File: src/rtl/core/scls_pkg.sv
// ----------------------------------------------------------------------------
// scls_pkg: shared definitions for the serial command line splitter
// Line depth, character codes, controller states and the command and status
// groups that pass between the controller and the datapath.
// ----------------------------------------------------------------------------
package scls_pkg;

   // line store geometry
   localparam int LINE_DEPTH = 64;
   localparam int ADDR_W     = $clog2(LINE_DEPTH);
   localparam int CNT_W      = $clog2(LINE_DEPTH + 1);

   // payload widths
   localparam int BYTE_W  = 8;
   localparam int TOKEN_W = 6;

   // character codes
   localparam logic [BYTE_W-1:0] CHAR_LF    = 8'd10;
   localparam logic [BYTE_W-1:0] CHAR_CR    = 8'd13;
   localparam logic [BYTE_W-1:0] CHAR_EQ    = 8'h3D;
   localparam logic [BYTE_W-1:0] CHAR_COMMA = 8'h2C;
   localparam logic [BYTE_W-1:0] CHAR_NUL   = 8'h00;

   // line status codes
   localparam logic STATUS_RETURN = 1'b0;
   localparam logic STATUS_FULL   = 1'b1;

   // controller states
   typedef enum logic [1:0] {
      ST_IDLE,
      ST_PRIME,
      ST_RUN
   } state_type;

   // controller to datapath
   typedef struct packed {
      logic store;       // write accepted byte into the line store
      logic start;       // line finished, begin read-out
      logic full_line;   // line finished because the store filled
      logic load;        // parse read data into the pending character
      logic emit;        // move pending character into the output register
      logic emit_empty;  // emit the single empty-line item
      logic last_item;   // pending character is the final one of the line
      logic busy;        // line read-out in progress
   } cmd_type;

   // datapath to controller
   typedef struct packed {
      logic is_return;   // incoming byte is LF or CR
      logic fill_zero;   // line store empty
      logic fill_at_end; // next stored byte fills the line store
      logic more;        // read data is a further character to emit
      logic out_free;    // output register can take an item this cycle
   } status_type;

endpackage

File: src/rtl/core/scls_req_if.sv
// ----------------------------------------------------------------------------
// scls_req_if: received byte channel
// Valid/ready channel carrying one serial byte per item.
// ----------------------------------------------------------------------------
interface scls_req_if;
   logic                            valid;
   logic                            ready;
   logic [scls_pkg::BYTE_W-1:0]     rx_byte;

   modport source (output valid, output rx_byte, input ready);
   modport sink   (input valid, input rx_byte, output ready);
endinterface

File: src/rtl/core/scls_rsp_if.sv
// ----------------------------------------------------------------------------
// scls_rsp_if: line character channel
// Valid/ready channel carrying one tagged line character per item.
// ----------------------------------------------------------------------------
interface scls_rsp_if;
   logic                            valid;
   logic                            ready;
   logic [scls_pkg::BYTE_W-1:0]     char_code;
   logic [scls_pkg::TOKEN_W-1:0]    token_index;
   logic                            is_separator;
   logic                            last;
   logic                            line_status;
   logic [scls_pkg::TOKEN_W-1:0]    param_count;

   modport source (output valid, output char_code, output token_index,
                   output is_separator, output last, output line_status,
                   output param_count, input ready);
   modport sink   (input valid, input char_code, input token_index,
                   input is_separator, input last, input line_status,
                   input param_count, output ready);
endinterface

File: src/rtl/core/serial_command_line_splitter_unit.sv
// ----------------------------------------------------------------------------
// serial_command_line_splitter_unit: serial command line splitter
// Gathers received bytes into a line store and streams each finished line
// out one tagged character per item, splitting command and parameters.
// ----------------------------------------------------------------------------
//
//   channel    direction  handshake          payload
//   req_chan   in         valid / ready      rx_byte
//   rsp_chan   out        valid / ready      char_code, token_index,
//                                            is_separator, last,
//                                            line_status, param_count
//
// A byte that does not finish a line is taken whenever the unit is idle.
// A finished line is streamed with one read of the line store per character
// and a prime state for its registered read port; no byte is taken during read-out.
// The last item of a line sits in the output register while the next byte
// is taken. A stalled output holds the read-out in place.
// Reset clears the fill count and the output valid; the line store is not
// cleared, as only entries written for the current line are ever used.
// ----------------------------------------------------------------------------
module serial_command_line_splitter_unit (
   input  logic       clock,
   input  logic       reset,
   scls_req_if.sink   req_chan,
   scls_rsp_if.source rsp_chan
);

   scls_pkg::cmd_type                 cmd;
   scls_pkg::status_type              status;
   logic                              ram_wr_en;
   logic [scls_pkg::ADDR_W-1:0]       ram_wr_addr;
   logic [scls_pkg::BYTE_W-1:0]       ram_wr_data;
   logic                              ram_rd_en;
   logic [scls_pkg::ADDR_W-1:0]       ram_rd_addr;
   logic [scls_pkg::BYTE_W-1:0]       ram_rd_data;

   // controller
   scls_ctrl u_ctrl (
      .clock     (clock),
      .reset     (reset),
      .req_valid (req_chan.valid),
      .req_ready (req_chan.ready),
      .status    (status),
      .cmd       (cmd)
   );

   // datapath
   scls_dp u_dp (
      .clock       (clock),
      .reset       (reset),
      .cmd         (cmd),
      .rx_byte     (req_chan.rx_byte),
      .status      (status),
      .ram_wr_en   (ram_wr_en),
      .ram_wr_addr (ram_wr_addr),
      .ram_wr_data (ram_wr_data),
      .ram_rd_en   (ram_rd_en),
      .ram_rd_addr (ram_rd_addr),
      .ram_rd_data (ram_rd_data),
      .rsp         (rsp_chan)
   );

   // line store
   scls_ram #(
      .WIDTH (scls_pkg::BYTE_W),
      .DEPTH (scls_pkg::LINE_DEPTH)
   ) u_line_store (
      .clock   (clock),
      .wr_en   (ram_wr_en),
      .wr_addr (ram_wr_addr),
      .wr_data (ram_wr_data),
      .rd_en   (ram_rd_en),
      .rd_addr (ram_rd_addr),
      .rd_data (ram_rd_data)
   );

   // no byte taken while a line is being read out
   a_no_req_while_busy: assert property (@(posedge clock) disable iff (reset)
      cmd.busy |-> !req_chan.ready)
      else $error("byte accepted during line read-out");

   // a line starts only on an accepted byte
   a_start_on_accept: assert property (@(posedge clock) disable iff (reset)
      cmd.start |-> (req_chan.valid && req_chan.ready))
      else $error("line started without an accepted byte");

   // read-out begins in the cycle after a line starts
   a_busy_after_start: assert property (@(posedge clock) disable iff (reset)
      cmd.start |=> cmd.busy)
      else $error("read-out did not follow line start");

   // the final item of a line ends the read-out
   a_idle_after_last: assert property (@(posedge clock) disable iff (reset)
      (cmd.last_item || cmd.emit_empty) |=> (!cmd.busy && rsp_chan.valid && rsp_chan.last))
      else $error("read-out continued past the final item");

endmodule

File: src/rtl/core/scls_ram.sv
// ----------------------------------------------------------------------------
// scls_ram: generic simple dual-port RAM
// One write port and one read port with registered read data.
// ----------------------------------------------------------------------------
module scls_ram #(
   parameter int WIDTH = 8,
   parameter int DEPTH = 64
) (
   input  logic                     clock,
   input  logic                     wr_en,
   input  logic [$clog2(DEPTH)-1:0] wr_addr,
   input  logic [WIDTH-1:0]         wr_data,
   input  logic                     rd_en,
   input  logic [$clog2(DEPTH)-1:0] rd_addr,
   output logic [WIDTH-1:0]         rd_data
);

   logic [WIDTH-1:0] mem_ff [DEPTH];
   logic [WIDTH-1:0] rd_data_ff;

   // write port
   always_ff @(posedge clock) begin
      if (wr_en) begin
         mem_ff[wr_addr] <= wr_data;
      end
   end

   // registered read port, holds while not enabled
   always_ff @(posedge clock) begin
      if (rd_en) begin
         rd_data_ff <= mem_ff[rd_addr];
      end
   end

   assign rd_data = rd_data_ff;

endmodule

File: src/rtl/core/scls_ctrl.sv
// ----------------------------------------------------------------------------
// scls_ctrl: line splitter controller
// Decides when a byte is stored, when a line is finished and paces the
// character read-out against the output register.
// ----------------------------------------------------------------------------
module scls_ctrl (
   input  logic                 clock,
   input  logic                 reset,
   input  logic                 req_valid,
   output logic                 req_ready,
   input  scls_pkg::status_type status,
   output scls_pkg::cmd_type    cmd
);

   scls_pkg::state_type state_ff;
   scls_pkg::state_type state_in;

   // state register
   always_ff @(posedge clock) begin
      if (reset) begin
         state_ff <= scls_pkg::ST_IDLE;
      end else begin
         state_ff <= state_in;
      end
   end

   // next state and commands
   always_comb begin
      state_in  = state_ff;
      cmd       = '0;
      req_ready = 1'b0;
      case (state_ff)
         scls_pkg::ST_IDLE: begin
            req_ready = 1'b1;
            if (req_valid) begin
               if (status.is_return) begin
                  // empty returns are dropped
                  if (!status.fill_zero) begin
                     cmd.start = 1'b1;
                     state_in  = scls_pkg::ST_PRIME;
                  end
               end else begin
                  cmd.store = 1'b1;
                  if (status.fill_at_end) begin
                     cmd.start     = 1'b1;
                     cmd.full_line = 1'b1;
                     state_in      = scls_pkg::ST_PRIME;
                  end
               end
            end
         end
         scls_pkg::ST_PRIME: begin
            // first character is on the read port
            cmd.busy = 1'b1;
            if (status.more) begin
               cmd.load = 1'b1;
               state_in = scls_pkg::ST_RUN;
            end else if (status.out_free) begin
               cmd.emit_empty = 1'b1;
               state_in       = scls_pkg::ST_IDLE;
            end
         end
         scls_pkg::ST_RUN: begin
            cmd.busy = 1'b1;
            if (status.out_free) begin
               cmd.emit = 1'b1;
               if (status.more) begin
                  cmd.load = 1'b1;
               end else begin
                  cmd.last_item = 1'b1;
                  state_in      = scls_pkg::ST_IDLE;
               end
            end
         end
         default: begin
            state_in = scls_pkg::ST_IDLE;
         end
      endcase
   end

endmodule

File: src/rtl/core/scls_dp.sv
// ----------------------------------------------------------------------------
// scls_dp: line splitter datapath
// Fill count, read-out counter, token tracking, a pending character stage
// and the output register; drives the line store ports.
// ----------------------------------------------------------------------------
module scls_dp (
   input  logic                              clock,
   input  logic                              reset,
   input  scls_pkg::cmd_type                 cmd,
   input  logic [scls_pkg::BYTE_W-1:0]       rx_byte,
   output scls_pkg::status_type              status,
   output logic                              ram_wr_en,
   output logic [scls_pkg::ADDR_W-1:0]       ram_wr_addr,
   output logic [scls_pkg::BYTE_W-1:0]       ram_wr_data,
   output logic                              ram_rd_en,
   output logic [scls_pkg::ADDR_W-1:0]       ram_rd_addr,
   input  logic [scls_pkg::BYTE_W-1:0]       ram_rd_data,
   scls_rsp_if.source                        rsp
);

   localparam logic [scls_pkg::CNT_W-1:0]   FILL_END  =
      scls_pkg::CNT_W'(scls_pkg::LINE_DEPTH - 1);
   localparam logic [scls_pkg::CNT_W-1:0]   FULL_LEN  =
      scls_pkg::CNT_W'(scls_pkg::LINE_DEPTH);
   localparam logic [scls_pkg::TOKEN_W-1:0] TOKEN_MAX = '1;
   localparam logic [scls_pkg::TOKEN_W-1:0] TOKEN_ONE =
      scls_pkg::TOKEN_W'(1);

   logic [scls_pkg::CNT_W-1:0]   fill_ff, fill_in;
   logic [scls_pkg::CNT_W-1:0]   len_ff, len_in;
   logic [scls_pkg::CNT_W-1:0]   cnt_ff, cnt_in;
   logic [scls_pkg::CNT_W-1:0]   cnt_next;
   logic                         status_ff, status_in;
   logic [scls_pkg::TOKEN_W-1:0] tok_ff, tok_in;
   logic                         in_params_ff, in_params_in;
   logic [scls_pkg::BYTE_W-1:0]  pend_char_ff, pend_char_in;
   logic [scls_pkg::TOKEN_W-1:0] pend_tok_ff, pend_tok_in;
   logic                         pend_sep_ff, pend_sep_in;
   logic                         out_valid_ff, out_valid_in;
   logic [scls_pkg::BYTE_W-1:0]  out_char_ff, out_char_in;
   logic [scls_pkg::TOKEN_W-1:0] out_tok_ff, out_tok_in;
   logic                         out_sep_ff, out_sep_in;
   logic                         out_last_ff, out_last_in;
   logic                         out_status_ff, out_status_in;
   logic [scls_pkg::TOKEN_W-1:0] out_count_ff, out_count_in;
   logic                         is_last;

   assign cnt_next = cnt_ff + 1'b1;

   // status towards the controller
   assign status.is_return   = (rx_byte == scls_pkg::CHAR_LF) ||
                               (rx_byte == scls_pkg::CHAR_CR);
   assign status.fill_zero   = (fill_ff == '0);
   assign status.fill_at_end = (fill_ff == FILL_END);
   assign status.more        = (cnt_ff < len_ff) && (ram_rd_data != scls_pkg::CHAR_NUL);
   assign status.out_free    = !out_valid_ff || rsp.ready;

   // line store ports
   assign ram_wr_en   = cmd.store;
   assign ram_wr_addr = fill_ff[scls_pkg::ADDR_W-1:0];
   assign ram_wr_data = rx_byte;
   assign ram_rd_en   = cmd.start || cmd.load;
   assign ram_rd_addr = cmd.start ? '0 : cnt_next[scls_pkg::ADDR_W-1:0];

   // fill count
   always_comb begin
      fill_in = fill_ff;
      if (cmd.start) begin
         fill_in = '0;
      end else if (cmd.store) begin
         fill_in = fill_ff + 1'b1;
      end
   end

   // line set-up, read-out counter and token parsing
   always_comb begin
      len_in       = len_ff;
      status_in    = status_ff;
      cnt_in       = cnt_ff;
      tok_in       = tok_ff;
      in_params_in = in_params_ff;
      pend_char_in = pend_char_ff;
      pend_tok_in  = pend_tok_ff;
      pend_sep_in  = pend_sep_ff;
      if (cmd.start) begin
         len_in       = cmd.full_line ? FULL_LEN : fill_ff;
         status_in    = cmd.full_line ? scls_pkg::STATUS_FULL : scls_pkg::STATUS_RETURN;
         cnt_in       = '0;
         tok_in       = '0;
         in_params_in = 1'b0;
      end else if (cmd.load) begin
         cnt_in      = cnt_next;
         pend_sep_in = 1'b0;
         if (!in_params_ff && ram_rd_data == scls_pkg::CHAR_EQ) begin
            // first '=' opens the parameter list
            in_params_in = 1'b1;
            tok_in       = TOKEN_ONE;
            pend_sep_in  = 1'b1;
         end else if (in_params_ff && ram_rd_data == scls_pkg::CHAR_COMMA) begin
            // comma opens the next parameter, index saturates
            tok_in      = (tok_ff == TOKEN_MAX) ? tok_ff : tok_ff + 1'b1;
            pend_sep_in = 1'b1;
         end
         pend_char_in = ram_rd_data;
         pend_tok_in  = tok_in;
      end
   end

   // output register
   assign is_last = cmd.emit_empty || cmd.last_item;

   always_comb begin
      out_valid_in  = out_valid_ff;
      out_char_in   = out_char_ff;
      out_tok_in    = out_tok_ff;
      out_sep_in    = out_sep_ff;
      out_last_in   = out_last_ff;
      out_status_in = out_status_ff;
      out_count_in  = out_count_ff;
      if (cmd.emit || cmd.emit_empty) begin
         out_valid_in  = 1'b1;
         out_char_in   = cmd.emit_empty ? scls_pkg::CHAR_NUL : pend_char_ff;
         out_tok_in    = cmd.emit_empty ? '0 : pend_tok_ff;
         out_sep_in    = cmd.emit_empty ? 1'b0 : pend_sep_ff;
         out_last_in   = is_last;
         out_status_in = is_last ? status_ff : 1'b0;
         out_count_in  = (cmd.last_item && in_params_ff) ? tok_ff : '0;
      end else if (rsp.ready) begin
         out_valid_in = 1'b0;
      end
   end

   // control registers
   always_ff @(posedge clock) begin
      if (reset) begin
         fill_ff      <= '0;
         out_valid_ff <= 1'b0;
      end else begin
         fill_ff      <= fill_in;
         out_valid_ff <= out_valid_in;
      end
   end

   // payload registers
   always_ff @(posedge clock) begin
      len_ff        <= len_in;
      status_ff     <= status_in;
      cnt_ff        <= cnt_in;
      tok_ff        <= tok_in;
      in_params_ff  <= in_params_in;
      pend_char_ff  <= pend_char_in;
      pend_tok_ff   <= pend_tok_in;
      pend_sep_ff   <= pend_sep_in;
      out_char_ff   <= out_char_in;
      out_tok_ff    <= out_tok_in;
      out_sep_ff    <= out_sep_in;
      out_last_ff   <= out_last_in;
      out_status_ff <= out_status_in;
      out_count_ff  <= out_count_in;
   end

   assign rsp.valid        = out_valid_ff;
   assign rsp.char_code    = out_char_ff;
   assign rsp.token_index  = out_tok_ff;
   assign rsp.is_separator = out_sep_ff;
   assign rsp.last         = out_last_ff;
   assign rsp.line_status  = out_status_ff;
   assign rsp.param_count  = out_count_ff;

endmodule
File: src/flat_wrapper.sv
// flat-port wrapper written by rule: the top's interface ports become plain ports
module serial_command_line_splitter_unit_flat 
  (clock, reset, req_chan_valid, req_chan_rx_byte, req_chan_ready, rsp_chan_valid, rsp_chan_char_code, rsp_chan_token_index, rsp_chan_is_separator, rsp_chan_last, rsp_chan_line_status, rsp_chan_param_count, rsp_chan_ready);
  scls_req_if req_chan_i ();
  scls_rsp_if rsp_chan_i ();
  input  logic clock;
  input  logic reset;
  input wire logic [$bits(req_chan_i.valid)-1:0] req_chan_valid;
  input wire logic [$bits(req_chan_i.rx_byte)-1:0] req_chan_rx_byte;
  output wire logic [$bits(req_chan_i.ready)-1:0] req_chan_ready;
  output wire logic [$bits(rsp_chan_i.valid)-1:0] rsp_chan_valid;
  output wire logic [$bits(rsp_chan_i.char_code)-1:0] rsp_chan_char_code;
  output wire logic [$bits(rsp_chan_i.token_index)-1:0] rsp_chan_token_index;
  output wire logic [$bits(rsp_chan_i.is_separator)-1:0] rsp_chan_is_separator;
  output wire logic [$bits(rsp_chan_i.last)-1:0] rsp_chan_last;
  output wire logic [$bits(rsp_chan_i.line_status)-1:0] rsp_chan_line_status;
  output wire logic [$bits(rsp_chan_i.param_count)-1:0] rsp_chan_param_count;
  input wire logic [$bits(rsp_chan_i.ready)-1:0] rsp_chan_ready;
  assign req_chan_i.valid = req_chan_valid;
  assign req_chan_i.rx_byte = req_chan_rx_byte;
  assign req_chan_ready = req_chan_i.ready;
  assign rsp_chan_valid = rsp_chan_i.valid;
  assign rsp_chan_char_code = rsp_chan_i.char_code;
  assign rsp_chan_token_index = rsp_chan_i.token_index;
  assign rsp_chan_is_separator = rsp_chan_i.is_separator;
  assign rsp_chan_last = rsp_chan_i.last;
  assign rsp_chan_line_status = rsp_chan_i.line_status;
  assign rsp_chan_param_count = rsp_chan_i.param_count;
  assign rsp_chan_i.ready = rsp_chan_ready;
  serial_command_line_splitter_unit u_core (.clock(clock), .reset(reset), .req_chan(req_chan_i), .rsp_chan(rsp_chan_i));
endmodule
File: config.mk
export PLATFORM = sky130hd
export DESIGN_NAME = serial_command_line_splitter_unit_flat
export DESIGN_NICKNAME = d
export VERILOG_FILES = /design/src/rtl/core/scls_pkg.sv /design/src/rtl/core/scls_req_if.sv /design/src/rtl/core/scls_rsp_if.sv /design/src/rtl/core/serial_command_line_splitter_unit.sv /design/src/rtl/core/scls_ram.sv /design/src/rtl/core/scls_ctrl.sv /design/src/rtl/core/scls_dp.sv /design/src/flat_wrapper.sv
export SDC_FILE = /design/constraint.sdc
export NUM_CORES = 1
export LEC_CHECK = 0
export BUFFER_PORTS_ARGS = -buffer_cell sky130_fd_sc_hd__buf_2
export CAP_MARGIN = 10
export CORE_UTILIZATION = 45
export CTS_BUF_LIST = sky130_fd_sc_hd__clkbuf_4 sky130_fd_sc_hd__clkbuf_8
export CTS_CLUSTER_SIZE = 25
export DETAILED_ROUTE_END_ITERATION = 12
export PLACE_DENSITY = 0.57
export SKIP_CTS_REPAIR_TIMING = 1
export SYNTH_ARGS = -nofsm -noshare
export SYNTH_HDL_FRONTEND = slang
export SYNTH_HIERARCHICAL = 1
export SYNTH_SLANG_ARGS = --single-unit
File: constraint.sdc
create_clock -name clock -period 4.9 [get_ports clock]
set_clock_uncertainty 0.15 [all_clocks]
set_input_delay 0 -clock clock [delete_from_list [all_inputs] [get_ports clock]]
set_output_delay 0 -clock clock [all_outputs]
set_load 0.01 [all_outputs]
After elaboration in Yosys (flattened, before gate mapping)
Memory sizes are Yosys's and may differ from the RTL's. A register that Yosys moved wholly into a read port is not among the register bits.
Cells that the tools add are included.
{"block": "word_totals", "out_inout_bits": 25, "reg_bits": 70, "word_cells": 93, "mem_count": 1, "ramBits": 512, "inputBits": 12}
{"name": "u_core.u_line_store.mem_ff", "depth": 64, "word_bits": 8, "read_ports": 1, "rd_clocked_by_memory_dff": 1, "write_ports": 1, "line": "scls_ram.sv:18", "text": "logic [WIDTH-1:0] mem_ff [DEPTH];"}
{"block": "classes", "n_bitwise": 1, "n_eq_ne": 14, "magnitude_cmp": 1, "reduce_logical": 19, "n_mux": 37, "addsub": 3}
{"op": "2-to-1 mux 6 bit", "count": 4}
{"op": "2-to-1 mux 2 bit", "count": 10}
{"op": "2-to-1 mux 1 bit", "count": 19}
{"op": "== test 8 x 4 -> 1 bit (second input constant)", "count": 2}
{"op": "== test 8 x 6 -> 1 bit (second input constant)", "count": 2}
{"op": "adder 7 x 1 -> 7 bit (second input constant)", "count": 2}
{"op": "nonzero test 8 bit", "count": 1}
{"op": "== test 7 x 6 -> 1 bit (second input constant)", "count": 1}
{"op": "logical NOT 7 bit", "count": 1}
{"op": "< comparator 7 bit", "count": 1}
{"op": "adder 6 x 1 -> 6 bit (second input constant)", "count": 1}
{"op": "== test 6 bit (second input constant)", "count": 1}
{"op": "2-to-1 mux 3 bit", "count": 2}
{"op": "!= test 3 x 1 -> 1 bit (second input constant)", "count": 2}
{"op": "one-hot mux 2 bit (3 select lines)", "count": 1}
{"op": "AND reduction 6 bit", "count": 1}
{"op": "logical OR 1 bit", "count": 5}
{"op": "logical AND 1 bit", "count": 4}
{"op": "!= test 2 bit (second input constant)", "count": 2}
{"op": "AND reduction 2 bit", "count": 2}
{"op": "!= test 3 bit (second input constant)", "count": 1}
{"op": "== test 2 x 1 -> 1 bit (second input constant)", "count": 1}
{"op": "== test 2 bit (second input constant)", "count": 1}
{"op": "logical NOT 1 bit", "count": 2}
{"op": "6 further kinds", "count": 6}

Longest topological paths before layout
Gate-level depths: netlist of the first run.
{"block": "logic_depth", "depth_word": 7, "depth_mapped": 19, "ltp_nobuf": 13}

By module
The synthesis of the first run kept the hierarchy.
{"mod": "scls_ram", "n_inst": 1, "cells_each": 940, "area_each_um2": 20246.9}
{"mod": "scls_dp", "n_inst": 1, "cells_each": 303, "area_each_um2": 3291.9}
{"mod": "scls_ctrl", "n_inst": 1, "cells_each": 31, "area_each_um2": 250.2}

Least setup slack after synthesis of the first run
Ideal clock, no wire load.
{"block": "synth_timing", "path_type": "register to register", "startpoint": "register u_core/u_dp/fill_ff[0] (netlist name)", "endpoint": "register u_core.u_line_store.rd_data_ff[3] (netlist: u_core/u_line_store/rd_data[3]), read port of u_core.u_line_store.mem_ff, data pin", "t_arrival_ns": 3.674, "setup_ns": 0.270, "path_stages_with_launch": 17, "path_slack_ns": 0.806, "path_buffers": 4, "path_cell_list": "dfxtp_1 -> inv_1 -> ha_1 -> or4b_2 -> nor3_1 -> nand2_1 -> o21ai_0 -> nor2_1 -> clkbuf_1 -> clkbuf_1 -> nor2_1 -> buf_6 -> buf_4 -> mux4_2 -> mux4_2 -> o21ai_1 -> o41ai_1"}
{"element": "from (decl)", "line": "scls_dp.sv:29", "text": "logic [scls_pkg::CNT_W-1:0] fill_ff, fill_in;"}
{"element": "from (signal assigned)", "line": "scls_dp.sv:139", "text": "fill_ff <= fill_in;"}
{"element": "to (decl)", "line": "scls_ram.sv:19", "text": "logic [WIDTH-1:0] rd_data_ff;"}

==> results of run 1 <==
[power breakdown]
group	switching [W]	total, W	leakage (nW)	internal [W]
logic	0.00121	0.00240	2.41	0.00118
registers	0.0000406	0.00564	5.28	0.00560
clock network	0.00188	0.00414	0.973	0.00226
total	0.00314	0.0122	8.67	0.00904
[final cells by class]
class                      instances  area [sq um]  area share (%)
inverter                          20         75.07          0.2799
timing repair buffer              94         773.2           2.883
clock inverter                    32         203.9          0.7604
antenna                            1         2.502        0.009330
multi-input combinational        585          5792           21.59
tap                              680         850.8           3.172
sequential                       590         17480           65.16
clock buffer                     137          1648           6.144
[per-stage QoR]
stage | hold WS [ns] | setup WS, ns | power (W) | std cells
after floorplan | -0.08093 | 0.8060 | 0.007489 | 1274
after global placement | 0.09025 | 0.4057 | 0.008147 | 1956
after detailed placement | 0.09723 | 0.4617 | 0.008166 | 1956
after CTS | -0.6311 | 0.4525 | 0.01233 | 2125
after global routing | 0.05865 | 0.2203 | 0.01266 | 2139
final | 0.009838 | 0.4598 | 0.01218 | 2139
[layer usage]
metal	vias to the layer above	wire length, um	global-route usage, %
met5	-	0	0
met4	0	1185	7.360
met3	82	3006	3.892
met2	356	26700	33.80
met1	6345	23530	28.40
li1	5354	-	-
[logic make-up after synthesis]
logic type	count (synthesis)
adders and majority gates	14
xor gates and xnor gates	15
AOI/OAI and AO/OA	102
and+or+nand+nor	288
DFF	590
muxes	166
buffers and inverters	99
[synthesized netlist by cell type, drive strengths merged (4+ instances only)]
master / n / area, sq um
a211oi: 5 / 37.54
a21oi: 16 / 80.08
a221oi: 7 / 67.56
and2: 4 / 25.02
and3: 11 / 70.07
buf: 50 / 370.4
clkbuf: 29 / 110.1
dfxtp: 24 / 480.5
edfxtp: 566 / 17000
ha: 14 / 175.2
inv: 20 / 75.07
mux2: 13 / 146.4
mux2i: 27 / 270.3
mux4: 126 / 2838
nand2: 39 / 146.4
nand2b: 11 / 68.82
nand3: 24 / 132.6
nand3b: 5 / 37.54
nand4: 10 / 62.56
nor2: 110 / 412.9
nor2b: 35 / 219.0
nor3: 14 / 81.33
o2111ai: 5 / 43.79
o21ai: 16 / 80.07
o221ai: 8 / 70.07
o22ai: 8 / 50.05
o2bb2ai: 4 / 35.03
o41ai: 5 / 43.79
or3: 6 / 37.54
xnor2: 4 / 35.03
xor2: 11 / 96.34
[final timing paths]
path / to / slack, ns / cells past startpoint
worst max-delay path: u_core/u_line_store/rd_data[2] / 0.46 / 13
worst max register to register: u_core/u_line_store/rd_data[2] / 0.46 / 13
worst min-delay path: u_core/u_dp/cnt_ff[1] / 0.01 / 7
worst min register to register: u_core/u_dp/cnt_ff[6] / 0.35 / 2
[tightest hold or removal path: cells and delay by family]
family / cells / cell delay (ns)
AO/OA/AOI/OAI: 1 / 0.09
AND/OR/NAND/NOR: 3 / 0.33
multiplexers: 1 / 0.09
buffers and inverters: 2 / 0.26
[flip-flops by register name, summed over array words and instances, names as in the netlist, 2 cells and up]
register                     count
u_core/u_dp/rsp.token_index      6
u_core/u_line_store/mem_ff     512
u_core/u_ctrl/state_ff           2
u_core/u_dp/fill_ff              7
u_core/u_dp/cnt_ff               7
u_core/u_line_store/rd_data      8
u_core/u_dp/rsp.char_code        8
u_core/u_dp/pend_char_ff         8
u_core/u_dp/tok_ff               6
u_core/u_dp/rsp.param_count      6
u_core/u_dp/pend_tok_ff          6
u_core/u_dp/len_ff               7
[cells in the final DEF (no fill, tap or decap), types with 27 or more instances in the layout]
cell type,n
edfxtp_1,566
mux4_2,126
nand2_1,39
nor2b_1,34
nor2_1,105
mux2i_1,27
buf_2,36
clkbuf_4,38
buf_4,35
clkbuf_8,99
==> metrics.txt, run 1 <==
# TYPE chip_impl_metric gauge
chip_impl_metric{name="port_buffers",unit=""} 36
chip_impl_metric{name="nFillCells",unit=""} 4160
chip_impl_metric{name="firstDrtPassIters",unit=""} 7
chip_impl_info{name="clockRootBuffer",value="clkbuf_8"} 1
chip_impl_metric{name="grt_max_degree",unit=""} 65
chip_impl_info{name="worst_hold_startpoint",value="rsp_chan_ready"} 1
chip_impl_metric{name="ctsLongestPathBuffers",unit=""} 3
chip_impl_metric{name="finalNetCount",unit=""} 1413
chip_impl_metric{name="synth_enable_flop_cells",unit=""} 566
chip_impl_metric{name="ir_drop_worst_case_vdd",unit="V"} 0.0002503
chip_impl_metric{name="tritoncts_buffer_count",unit=""} 96
chip_impl_metric{name="pin_count",unit=""} 37
chip_impl_metric{name="detailedRoute.firstIterationViolations",unit=""} 984
chip_impl_info{name="ys_dominant_reg_cell",value="edfxtp_1"} 1
chip_impl_metric{name="yosys.area_share.simple",unit="%"} 6.085
chip_impl_metric{name="hpwlAfterDp",unit="mm"} 32.62
chip_impl_metric{name="cts_num_sinks",unit=""} 590
chip_impl_info{name="status",value="complete, no violations"} 1
chip_impl_info{name="worstHoldPathType",value="in -> reg"} 1
chip_impl_metric{name="netlist_area_pre_place",unit="sq um"} 23790
chip_impl_metric{name="setup_viol",unit=""} 0
chip_impl_info{name="crit_family",value="simple AND/OR/NAND/NOR gates"} 1
chip_impl_metric{name="vert_die_dim",unit="um"} 231.9
chip_impl_info{name="setup.worst_path.end_class",value="flip-flop"} 1
chip_impl_metric{name="ctsHtreeMaxLevel",unit=""} 3
chip_impl_metric{name="sequential_fraction_of_the_synthesis_area",unit="%"} 73.47
chip_impl_metric{name="drt.antenna.violating_nets",unit=""} 0
chip_impl_metric{name="power.density",unit="nW/um^2"} 454.1
chip_impl_metric{name="crit_path_max_incr_delay",unit="ns"} 0.64
chip_impl_metric{name="synthXorXnorAreaFrac",unit="%"} 0.5523
chip_impl_metric{name="syn_inst_count",unit=""} 1274
chip_impl_info{name="critPathLaunch",value="u_core/u_dp/fill_ff[0]"} 1
chip_impl_metric{name="cp_data_required_time",unit="ns"} 5.14
chip_impl_metric{name="critPathBufInv",unit=""} 2
chip_impl_info{name="regToRegStartpoint",value="u_core/u_dp/fill_ff[0]"} 1
chip_impl_info{name="setup.worst_path.start_class",value="flip-flop"} 1
chip_impl_metric{name="fin_tns_setup",unit="ns"} 0
chip_impl_metric{name="pins_over_their_slew_limit",unit=""} 0
chip_impl_metric{name="synth-async-reset-ratio",unit="%"} 0
chip_impl_metric{name="totalWireLength",unit="mm"} 54.42
chip_impl_metric{name="drc_violation_count_after_routing",unit=""} 0
chip_impl_metric{name="avgViaCountPerCell",unit=""} 5.674
chip_impl_info{name="slowest_stage",value="a221oi_1"} 1
chip_impl_metric{name="final_core_utilization",unit="%"} 51.76
chip_impl_metric{name="final_worst_path_period_need",unit="ns"} 4.440
chip_impl_metric{name="hold_viol",unit=""} 0
chip_impl_info{name="dominant_combinational_cell_family_by_area_after_synthesis",value="multiplexers"} 1
chip_impl_metric{name="grt_pass1_vias",unit=""} 12440
chip_impl_metric{name="synthesis.area_per_instance",unit="sq um"} 18.67
chip_impl_info{name="critical_path.cell_chain",value="inv_1 > ha_1 > or4b_2 > nor3_1 > nand2_1 > o21ai_0 > nor2_2 > nor2b_4 > buf_12 > mux4_2 > mux2_2 > a221oi_1 > o2bb2ai_1"} 1
chip_impl_metric{name="synth.distinct_cells",unit=""} 70
chip_impl_metric{name="fmax",unit="MHz"} 225.2
chip_impl_info{name="setup_repair_after_global_routing_missed_its_margin",value="false"} 1
chip_impl_info{name="timing_worst_setup_path_type",value="reg -> reg"} 1
chip_impl_metric{name="post_route_cell_area",unit="sq um"} 26820
chip_impl_metric{name="grt_pass1_wl",unit="mm"} 80.69
chip_impl_metric{name="synth_seq_cells",unit=""} 590
chip_impl_metric{name="yosys_warnings",unit=""} 6
chip_impl_metric{name="crit_arrival",unit="ns"} 4.68
chip_impl_metric{name="chipWidth",unit="um"} 231.9
chip_impl_metric{name="worst_pin_slew",unit="ns"} 0.9374
chip_impl_metric{name="grt_overflow",unit=""} 0
chip_impl_metric{name="grt_antenna_before_repair",unit=""} 3
chip_impl_metric{name="wire_per_inst",unit="um"} 25.44
chip_impl_metric{name="postSynthNetCount",unit=""} 1300
chip_impl_metric{name="initial_core_util",unit="%"} 45.91
chip_impl_metric{name="path_max_fanout",unit=""} 16
chip_impl_metric{name="power.leakage",unit="nW"} 8.667
chip_impl_metric{name="synth-compound-area-share",unit="%"} 3.145
chip_impl_metric{name="area_delta_synth_final",unit="%"} 12.75
chip_impl_metric{name="drive_above_1_share",unit="%"} 26.75
chip_impl_metric{name="synthMuxAreaShare",unit="%"} 13.68
chip_impl_metric{name="post-route-period-util",unit="%"} 90.62
chip_impl_metric{name="grt_util_all_layers",unit="%"} 20.89
chip_impl_metric{name="cts.reportedPaths.clkPinSlew",unit="ns"} 0.06
chip_impl_metric{name="dpl-instance-area",unit="sq um"} 24840
chip_impl_metric{name="final_weighted_congestion_of_routability_driven_global_placement",unit=""} 0.8062
chip_impl_metric{name="synth_fa_ha_area_share",unit="%"} 0.7363
chip_impl_metric{name="floorplan.core_area",unit="sq um"} 51820
chip_impl_metric{name="die_area",unit="sq um"} 53790
chip_impl_metric{name="maxSlewHeadroom",unit="%"} 37.28
chip_impl_metric{name="worst_skew_pair.late_latency",unit="ns"} 0.68
chip_impl_metric{name="placementRows",unit=""} 83
chip_impl_metric{name="maxCapViolations",unit=""} 0
chip_impl_metric{name="dr_total_vias",unit=""} 12140
chip_impl_info{name="cts_tree",value="yes"} 1
Power figures use the tool's default switching activity.
==> run 2: changes to the inputs <==
--- a/config.mk
+++ b/config.mk
@@ -7,11 +7,12 @@
 export LEC_CHECK = 0
 export BUFFER_PORTS_ARGS = -buffer_cell sky130_fd_sc_hd__buf_2
 export CAP_MARGIN = 10
-export CORE_UTILIZATION = 45
+export CORE_UTILIZATION = 55
 export CTS_BUF_LIST = sky130_fd_sc_hd__clkbuf_4 sky130_fd_sc_hd__clkbuf_8
 export CTS_CLUSTER_SIZE = 25
 export DETAILED_ROUTE_END_ITERATION = 12
-export PLACE_DENSITY = 0.57
+export HOLD_SLACK_MARGIN = 0.15
+export PLACE_DENSITY = 0.68
 export SKIP_CTS_REPAIR_TIMING = 1
 export SYNTH_ARGS = -nofsm -noshare
 export SYNTH_HDL_FRONTEND = slang
==> run 2 against run 1 <==
Effect of this change: sequential share of layout area is 0.39 points higher; hold slack improved by 0.18 ns; non-clock buffer count increased by 11; sequential power barely moved; maximum frequency fell by 2.9%; critical path type unchanged; die area decreased by 18%; critical path depth rose by 1; routed wire length down 5.8%; first-iteration DRC count rose by 16%.
==> metrics.txt, run 2 (synthesis results as in run 1) <==
# TYPE chip_impl_metric gauge
chip_impl_info{name="status",value="complete, no violations"} 1
chip_impl_metric{name="maxSlewHeadroom",unit="%"} 29.82
chip_impl_metric{name="path_depth",unit=""} 14
chip_impl_metric{name="maxCapViolations",unit=""} 0
chip_impl_info{name="worstHoldPathType",value="in -> reg"} 1
chip_impl_metric{name="wire_per_inst",unit="um"} 25.04
chip_impl_metric{name="port_buffers",unit=""} 36
chip_impl_metric{name="critPathBufInv",unit=""} 2
chip_impl_metric{name="worst-r2r-cell-count",unit=""} 14
chip_impl_info{name="final_cell_mix",value="edfxtp_1 (566), mux4_2 (126), nor2_1 (105)"} 1
chip_impl_metric{name="detailedRoute.firstIterationViolations",unit=""} 1143
chip_impl_metric{name="crit_arrival",unit="ns"} 4.80
chip_impl_metric{name="ctsHtreeMaxLevel",unit=""} 3
chip_impl_metric{name="cts_num_sinks",unit=""} 590
chip_impl_info{name="regMostFlops",value="u_core/u_line_store/mem_ff"} 1
chip_impl_metric{name="grt_overflow",unit=""} 0
chip_impl_metric{name="largest_register_ffs",unit=""} 512
chip_impl_metric{name="chipWidth",unit="um"} 210.0
chip_impl_metric{name="fin_tns_setup",unit="ns"} 0
chip_impl_metric{name="floorplan.core_area",unit="sq um"} 42320
chip_impl_metric{name="drt.antenna.violating_nets",unit=""} 0
chip_impl_metric{name="insertedDiodeCount",unit=""} 0
chip_impl_metric{name="fmax",unit="MHz"} 218.7
chip_impl_metric{name="dpl_worst_slack",unit="ns"} 0.3721
chip_impl_metric{name="area_delta_synth_final",unit="%"} 12.07
chip_impl_metric{name="die_area",unit="sq um"} 44090
chip_impl_metric{name="grt_pass1_wl",unit="mm"} 76.85
chip_impl_info{name="clockRootBuffer",value="clkbuf_8"} 1
chip_impl_metric{name="drc_violation_count_after_routing",unit=""} 0
chip_impl_metric{name="hpwlAfterDp",unit="mm"} 30.83
chip_impl_info{name="timing_worst_setup_path_type",value="reg -> reg"} 1
chip_impl_metric{name="worst_pin_slew",unit="ns"} 1.049
chip_impl_info{name="setup_repair_after_global_routing_missed_its_margin",value="false"} 1
chip_impl_metric{name="pin_count",unit=""} 37
chip_impl_metric{name="hold_depth",unit=""} 2
chip_impl_metric{name="numPlacedInstances",unit=""} 1853
chip_impl_metric{name="totalWireLength",unit="mm"} 51.29
chip_impl_metric{name="final_weighted_congestion_of_routability_driven_global_placement",unit=""} 0.8375
chip_impl_metric{name="grt_pass1_vias",unit=""} 12370
chip_impl_metric{name="placementRows",unit=""} 75
chip_impl_metric{name="cts.reportedPaths.clkPinSlew",unit="ns"} 0.07
chip_impl_metric{name="vert_die_dim",unit="um"} 210.0
chip_impl_info{name="setup.worst_path.start_class",value="flip-flop"} 1
chip_impl_info{name="final_common_cell",value="edfxtp_1"} 1
chip_impl_metric{name="firstDrtPassIters",unit=""} 5
chip_impl_info{name="critical_path.cell_chain",value="inv_1 > ha_1 > or4b_2 > nor3_1 > nand2_1 > o21ai_0 > nor2_2 > nor2_4 > buf_12 > mux4_2 > mux2_2 > o221a_2 > nor3_1 > o32ai_1"} 1
chip_impl_metric{name="cp_data_required_time",unit="ns"} 5.13
chip_impl_metric{name="ir_drop_worst_case_vdd",unit="V"} 0.0002583
chip_impl_metric{name="crit_path_max_incr_delay",unit="ns"} 0.57
chip_impl_metric{name="power.density",unit="nW/um^2"} 447.1
chip_impl_info{name="setup.worst_path.end_class",value="flip-flop"} 1
chip_impl_metric{name="power.leakage",unit="nW"} 8.662
chip_impl_metric{name="tritoncts_buffer_count",unit=""} 93
chip_impl_metric{name="setup_viol",unit=""} 0
chip_impl_metric{name="dr_total_vias",unit=""} 12380
chip_impl_metric{name="grt_util_all_layers",unit="%"} 23.97
chip_impl_metric{name="post-route-period-util",unit="%"} 93.32
chip_impl_metric{name="nFillCells",unit=""} 2965
chip_impl_metric{name="hold_viol",unit=""} 0
chip_impl_info{name="critical_path.most_common_cell",value="nor3_1"} 1
chip_impl_info{name="slowest_stage",value="or4b_2"} 1
chip_impl_info{name="cts_tree",value="yes"} 1
chip_impl_metric{name="grt_antenna_before_repair",unit=""} 0
chip_impl_metric{name="worst_skew_pair.late_latency",unit="ns"} 0.68
chip_impl_metric{name="final_worst_path_period_need",unit="ns"} 4.572
chip_impl_metric{name="stdcell_count",unit=""} 2048
chip_impl_metric{name="drive_above_1_share",unit="%"} 26.24
chip_impl_metric{name="ctsLongestPathBuffers",unit=""} 3
chip_impl_metric{name="grt_max_degree",unit=""} 65
chip_impl_metric{name="setup_ws",unit="ns"} 0.3275
chip_impl_metric{name="avgViaCountPerCell",unit=""} 6.045
chip_impl_metric{name="initial_core_util",unit="%"} 56.21
chip_impl_metric{name="finalNetCount",unit=""} 1421
chip_impl_metric{name="pins_over_their_slew_limit",unit=""} 0
chip_impl_metric{name="path_max_fanout",unit=""} 35
chip_impl_info{name="crit_family",value="simple AND/OR/NAND/NOR gates"} 1
-- run 2: cell count changes in the layout (fill, tap and decap cells not counted), moves of 2 or more --
| cell | before | now |
|---|---|---|
| buf_12 | 10 | 8 |
| buf_4 | 35 | 44 |
| clkbuf_4 | 38 | 26 |
| clkbuf_8 | 99 | 94 |
| clkinv_1 | 22 | 35 |
| clkinv_2 | 2 | 8 |
| dlygate4sd3_1 | 13 | 17 |
-- run 2: final cells by class --
| class | instances | area [sq um] | share of cell area [%] |
|---|---|---|---|
| clock inverters | 51 | 265.3 | 0.9949 |
| inverters | 20 | 75.07 | 0.2816 |
| well taps | 577 | 721.9 | 2.708 |
| repair buffers | 105 | 840.8 | 3.154 |
| multi-input cells | 585 | 5792 | 21.72 |
| flip-flops and latches | 590 | 17480 | 65.55 |
| clock buffers | 120 | 1489 | 5.585 |
-- run 2: worst paths after layout --
check                         start                           endpoint  slack (ns)
max          u_core/u_dp/fill_ff[0]     u_core/u_line_store/rd_data[6]        0.33
min             req_chan_rx_byte[1]  u_core/u_line_store/mem_ff[47][1]        0.19
max reg2reg  u_core/u_dp/fill_ff[0]     u_core/u_line_store/rd_data[6]        0.33
min reg2reg   u_core/u_dp/cnt_ff[6]              u_core/u_dp/cnt_ff[6]        0.36
-- run 2: power breakdown --
| part | switching [W] | internal, W | total, W |
|---|---|---|---|
| logic | 0.00117 | 0.00118 | 0.00235 |
| clock network | 0.00188 | 0.00205 | 0.00393 |
| registers | 0.0000394 | 0.00560 | 0.00564 |
-- run 2: per-layer routing --
metal  share of wire (%)  vias up  GRT usage (%)  routed length, um
met5                   0        -              0                  0
li1                    -     5379              -                  -
met2                  48      499          37.67              24710
met4                 2.8        0          8.986               1435
met3                 7.0       93          4.380               3586
met1                  42     6409          33.99              21550
-- run 2: through the flow --
step	hold slack [ns]	utilization, %	cell area, sq um	power, W
detailed placement	0.09781	58.32	24680	0.008045
global placement	0.08318	58.32	24680	0.008016
global route	0.2103	62.99	26660	0.01238
finish	0.1927	62.99	26660	0.01192
CTS	-0.6164	62.47	26440	0.01197
floorplan	-0.08093	-	23790	0.007489
==> run 3: changes to the inputs <==
--- a/config.mk
+++ b/config.mk
@@ -5,7 +5,7 @@
 export SDC_FILE = /design/constraint.sdc
 export NUM_CORES = 1
 export LEC_CHECK = 0
-export BUFFER_PORTS_ARGS = -buffer_cell sky130_fd_sc_hd__buf_2
+export BUFFER_PORTS_ARGS = -buffer_cell sky130_fd_sc_hd__clkbuf_2
 export CAP_MARGIN = 10
 export CORE_UTILIZATION = 55
 export CTS_BUF_LIST = sky130_fd_sc_hd__clkbuf_4 sky130_fd_sc_hd__clkbuf_8
==> run 3 against run 2 <==
Effect of this change: critical path depth unchanged; global-route usage decreased by 0.27 points; routed wire length decreased by 1.6%; via count decreased by 0.59%; sequential cell count unchanged; sequential share of layout area increased by 0.20 points; utilization decreased by 0.19 points; count of clock-buffer cells in the layout increased by 8; non-clock buffer count decreased by 8.
==> metrics.txt, run 3 (synthesis results as in run 1) <==
# TYPE chip_impl_metric gauge
chip_impl_info{name="cts_tree",value="yes"} 1
chip_impl_metric{name="numPlacedInstances",unit=""} 1850
chip_impl_metric{name="final_weighted_congestion_of_routability_driven_global_placement",unit=""} 0.8219
chip_impl_metric{name="grt_overflow",unit=""} 0
chip_impl_metric{name="hold_depth",unit=""} 2
chip_impl_metric{name="grt_pass1_vias",unit=""} 12240
chip_impl_metric{name="ctsHtreeMaxLevel",unit=""} 3
chip_impl_metric{name="placementRows",unit=""} 75
chip_impl_info{name="setup.worst_path.end_class",value="flip-flop"} 1
chip_impl_metric{name="critPathBufInv",unit=""} 3
chip_impl_metric{name="fin_tns_setup",unit="ns"} 0
chip_impl_metric{name="final_worst_path_period_need",unit="ns"} 4.598
chip_impl_metric{name="path_depth",unit=""} 14
chip_impl_metric{name="fmax",unit="MHz"} 217.5
chip_impl_metric{name="crit_arrival",unit="ns"} 4.79
chip_impl_metric{name="grt_util_all_layers",unit="%"} 23.71
chip_impl_info{name="crit_family",value="simple AND/OR/NAND/NOR gates"} 1
chip_impl_metric{name="area_delta_synth_final",unit="%"} 11.73
chip_impl_info{name="slowest_stage",value="a221oi_1"} 1
chip_impl_metric{name="multiInputGateArea",unit="sq um"} 5792
chip_impl_metric{name="power.density",unit="nW/um^2"} 446.7
chip_impl_info{name="setup_repair_after_global_routing_missed_its_margin",value="false"} 1
chip_impl_metric{name="insertedDiodeCount",unit=""} 0
chip_impl_metric{name="worst_skew_pair.late_latency",unit="ns"} 0.64
chip_impl_metric{name="setup_viol",unit=""} 0
chip_impl_metric{name="power.leakage",unit="nW"} 8.628
chip_impl_metric{name="clock_power_share",unit="%"} 33.4
chip_impl_info{name="setup.worst_path.start_class",value="flip-flop"} 1
chip_impl_metric{name="firstDrtPassIters",unit=""} 5
chip_impl_info{name="regMostFlops",value="u_core/u_line_store/mem_ff"} 1
chip_impl_metric{name="maxSlewHeadroom",unit="%"} 25.53
chip_impl_info{name="critical_path.cell_chain",value="inv_1 > ha_1 > or4b_2 > nor3_1 > nand2_1 > o21ai_0 > nor2_2 > buf_12 > nor2b_4 > buf_12 > mux4_2 > mux2_2 > a221oi_1 > o2bb2ai_1"} 1
chip_impl_metric{name="nFillCells",unit=""} 2922
chip_impl_info{name="final_common_cell",value="edfxtp_1"} 1
chip_impl_metric{name="ctsLongestPathBuffers",unit=""} 3
chip_impl_metric{name="maxCapViolations",unit=""} 0
chip_impl_metric{name="grt_pass1_wl",unit="mm"} 75.57
chip_impl_metric{name="cts.reportedPaths.clkPinSlew",unit="ns"} 0.05
chip_impl_metric{name="detailedRoute.firstIterationViolations",unit=""} 1214
chip_impl_metric{name="cp_data_required_time",unit="ns"} 5.09
chip_impl_metric{name="power_report.internal_total",unit="W"} 0.008899
chip_impl_metric{name="crit_path_max_incr_delay",unit="ns"} 0.70
chip_impl_info{name="critical_path.most_common_cell",value="buf_12"} 1
chip_impl_metric{name="pin_count",unit=""} 37
chip_impl_info{name="timing_worst_setup_path_type",value="reg -> reg"} 1
chip_impl_metric{name="die_area",unit="sq um"} 44090
chip_impl_metric{name="ir_drop_worst_case_vdd",unit="V"} 0.0003280
chip_impl_metric{name="grt_max_degree",unit=""} 65
chip_impl_metric{name="hold_viol",unit=""} 0
chip_impl_metric{name="largest_register_ffs",unit=""} 512
chip_impl_metric{name="tritoncts_buffer_count",unit=""} 91
chip_impl_metric{name="vert_die_dim",unit="um"} 210.0
chip_impl_metric{name="stdcell_count",unit=""} 2026
chip_impl_metric{name="drt.antenna.violating_nets",unit=""} 0
chip_impl_metric{name="chipWidth",unit="um"} 210.0
chip_impl_metric{name="pins_over_their_slew_limit",unit=""} 0
chip_impl_metric{name="worst_pin_slew",unit="ns"} 1.113
chip_impl_metric{name="dr_total_vias",unit=""} 12310
chip_impl_metric{name="seqPwrFrac",unit="%"} 47.5
chip_impl_metric{name="totalWireLength",unit="mm"} 50.46
chip_impl_metric{name="switchingPower",unit="W"} 0.002973
chip_impl_metric{name="ff_latch_area",unit="sq um"} 17480
chip_impl_metric{name="cts_num_sinks",unit=""} 590
chip_impl_metric{name="grt_antenna_before_repair",unit=""} 0
chip_impl_metric{name="post-route-period-util",unit="%"} 93.84
chip_impl_metric{name="drc_violation_count_after_routing",unit=""} 0
chip_impl_metric{name="finalNetCount",unit=""} 1411
chip_impl_metric{name="avgViaCountPerCell",unit=""} 6.075
chip_impl_info{name="clockRootBuffer",value="clkbuf_8"} 1
chip_impl_info{name="final_cell_mix",value="edfxtp_1 (566), mux4_2 (126), nor2_1 (105)"} 1
chip_impl_metric{name="switching_share",unit="%"} 25.04
chip_impl_info{name="worstHoldPathType",value="reg -> reg"} 1
chip_impl_metric{name="wire_per_inst",unit="um"} 24.91
chip_impl_metric{name="worst-r2r-cell-count",unit=""} 14
chip_impl_metric{name="floorplan.core_area",unit="sq um"} 42320
chip_impl_metric{name="port_buffers",unit=""} 36
chip_impl_metric{name="hpwlAfterDp",unit="mm"} 30.70
chip_impl_metric{name="drive_above_1_share",unit="%"} 26.09
chip_impl_info{name="status",value="complete, no violations"} 1
chip_impl_metric{name="combPwrFrac",unit="%"} 19.1
chip_impl_metric{name="initial_core_util",unit="%"} 56.21
chip_impl_metric{name="path_max_fanout",unit=""} 63
==> run 3: cell types whose count changed in the layout (fill, tap and decap cells not counted), sizes merged <==
| cell | delta |
|---|---|
| clkbuf | +44 |
| inv | -5 |
| bufinv | +2 |
| buf | -45 |
| clkinv | -19 |
| dlygate4sd3 | +1 |
==> run 3: final timing paths <==
path,to,from,slack (ns)
max,u_core/u_line_store/rd_data[0],u_core/u_dp/fill_ff[0],0.30
max reg2reg,u_core/u_line_store/rd_data[0],u_core/u_dp/fill_ff[0],0.30
min reg2reg,u_core/u_dp/cnt_ff[6],u_core/u_dp/cnt_ff[6],0.37
min,u_core/u_dp/cnt_ff[6],u_core/u_dp/cnt_ff[6],0.37
==> run 3: stage by stage <==
step | util (%) | area, sq um | hold slack (ns) | setup slack [ns] | total power (W)
after floorplan | - | 23790 | -0.08093 | 0.8060 | 0.007489
after global placement | 58.21 | 24640 | 0.1020 | 0.3685 | 0.008008
after detailed placement | 58.21 | 24640 | 0.09444 | 0.4004 | 0.008029
after CTS | 62.36 | 26390 | -0.6115 | 0.3634 | 0.01199
after global routing | 62.80 | 26580 | 0.3928 | 0.1741 | 0.01233
final | 62.80 | 26580 | 0.3654 | 0.3018 | 0.01187
==> run 3: per-layer routing <==
layer / part of all wire [%] / wire length [um] / track usage (%) / up-vias
li1: - / - / - / 5355
met1: 41 / 20640 / 33.22 / 6319
met2: 48 / 24430 / 37.00 / 539
met3: 7.6 / 3835 / 4.544 / 94
met4: 3.1 / 1557 / 9.967 / 0
met5: 0 / 0 / 0 / -
==> run 3: power groups by stage <==
| stage | logic, W | registers (W) | clock network [W] |
|---|---|---|---|
| 2_1_floorplan | 0.00177 | 0.00572 | 0 |
| 3_3_place_gp | 0.00227 | 0.00574 | 0 |
| 3_5_place_dp | 0.00229 | 0.00574 | 0 |
| 4_1_cts | 0.00229 | 0.00564 | 0.00406 |
| 5_1_grt | 0.00242 | 0.00564 | 0.00427 |
| 6_report | 0.00227 | 0.00564 | 0.00396 |
==> run 3: worst register-to-register path, stage by stage, from the launching register on <==
cell and delay, ns:
dfxtp_1 0.41, inv_1 0.13, ha_1 0.14, or4b_2 0.58
nor3_1 0.17, nand2_1 0.10, o21ai_0 0.11, nor2_2 0.11
buf_12 0.18, nor2b_4 0.17, buf_12 0.33, mux4_2 0.60
mux2_2 0.27, a221oi_1 0.70, o2bb2ai_1 0.15
==> run 3: final cells by class <==
cell class | count | share of cell area (%)
Sequential cell | 590 | 65.75
Clock inverter | 29 | 0.7532
Clock buffer | 128 | 5.851
Timing Repair Buffer | 97 | 2.853
Tap cell | 577 | 2.716
Multi-Input combinational cell | 585 | 21.79
Inverter | 20 | 0.2824
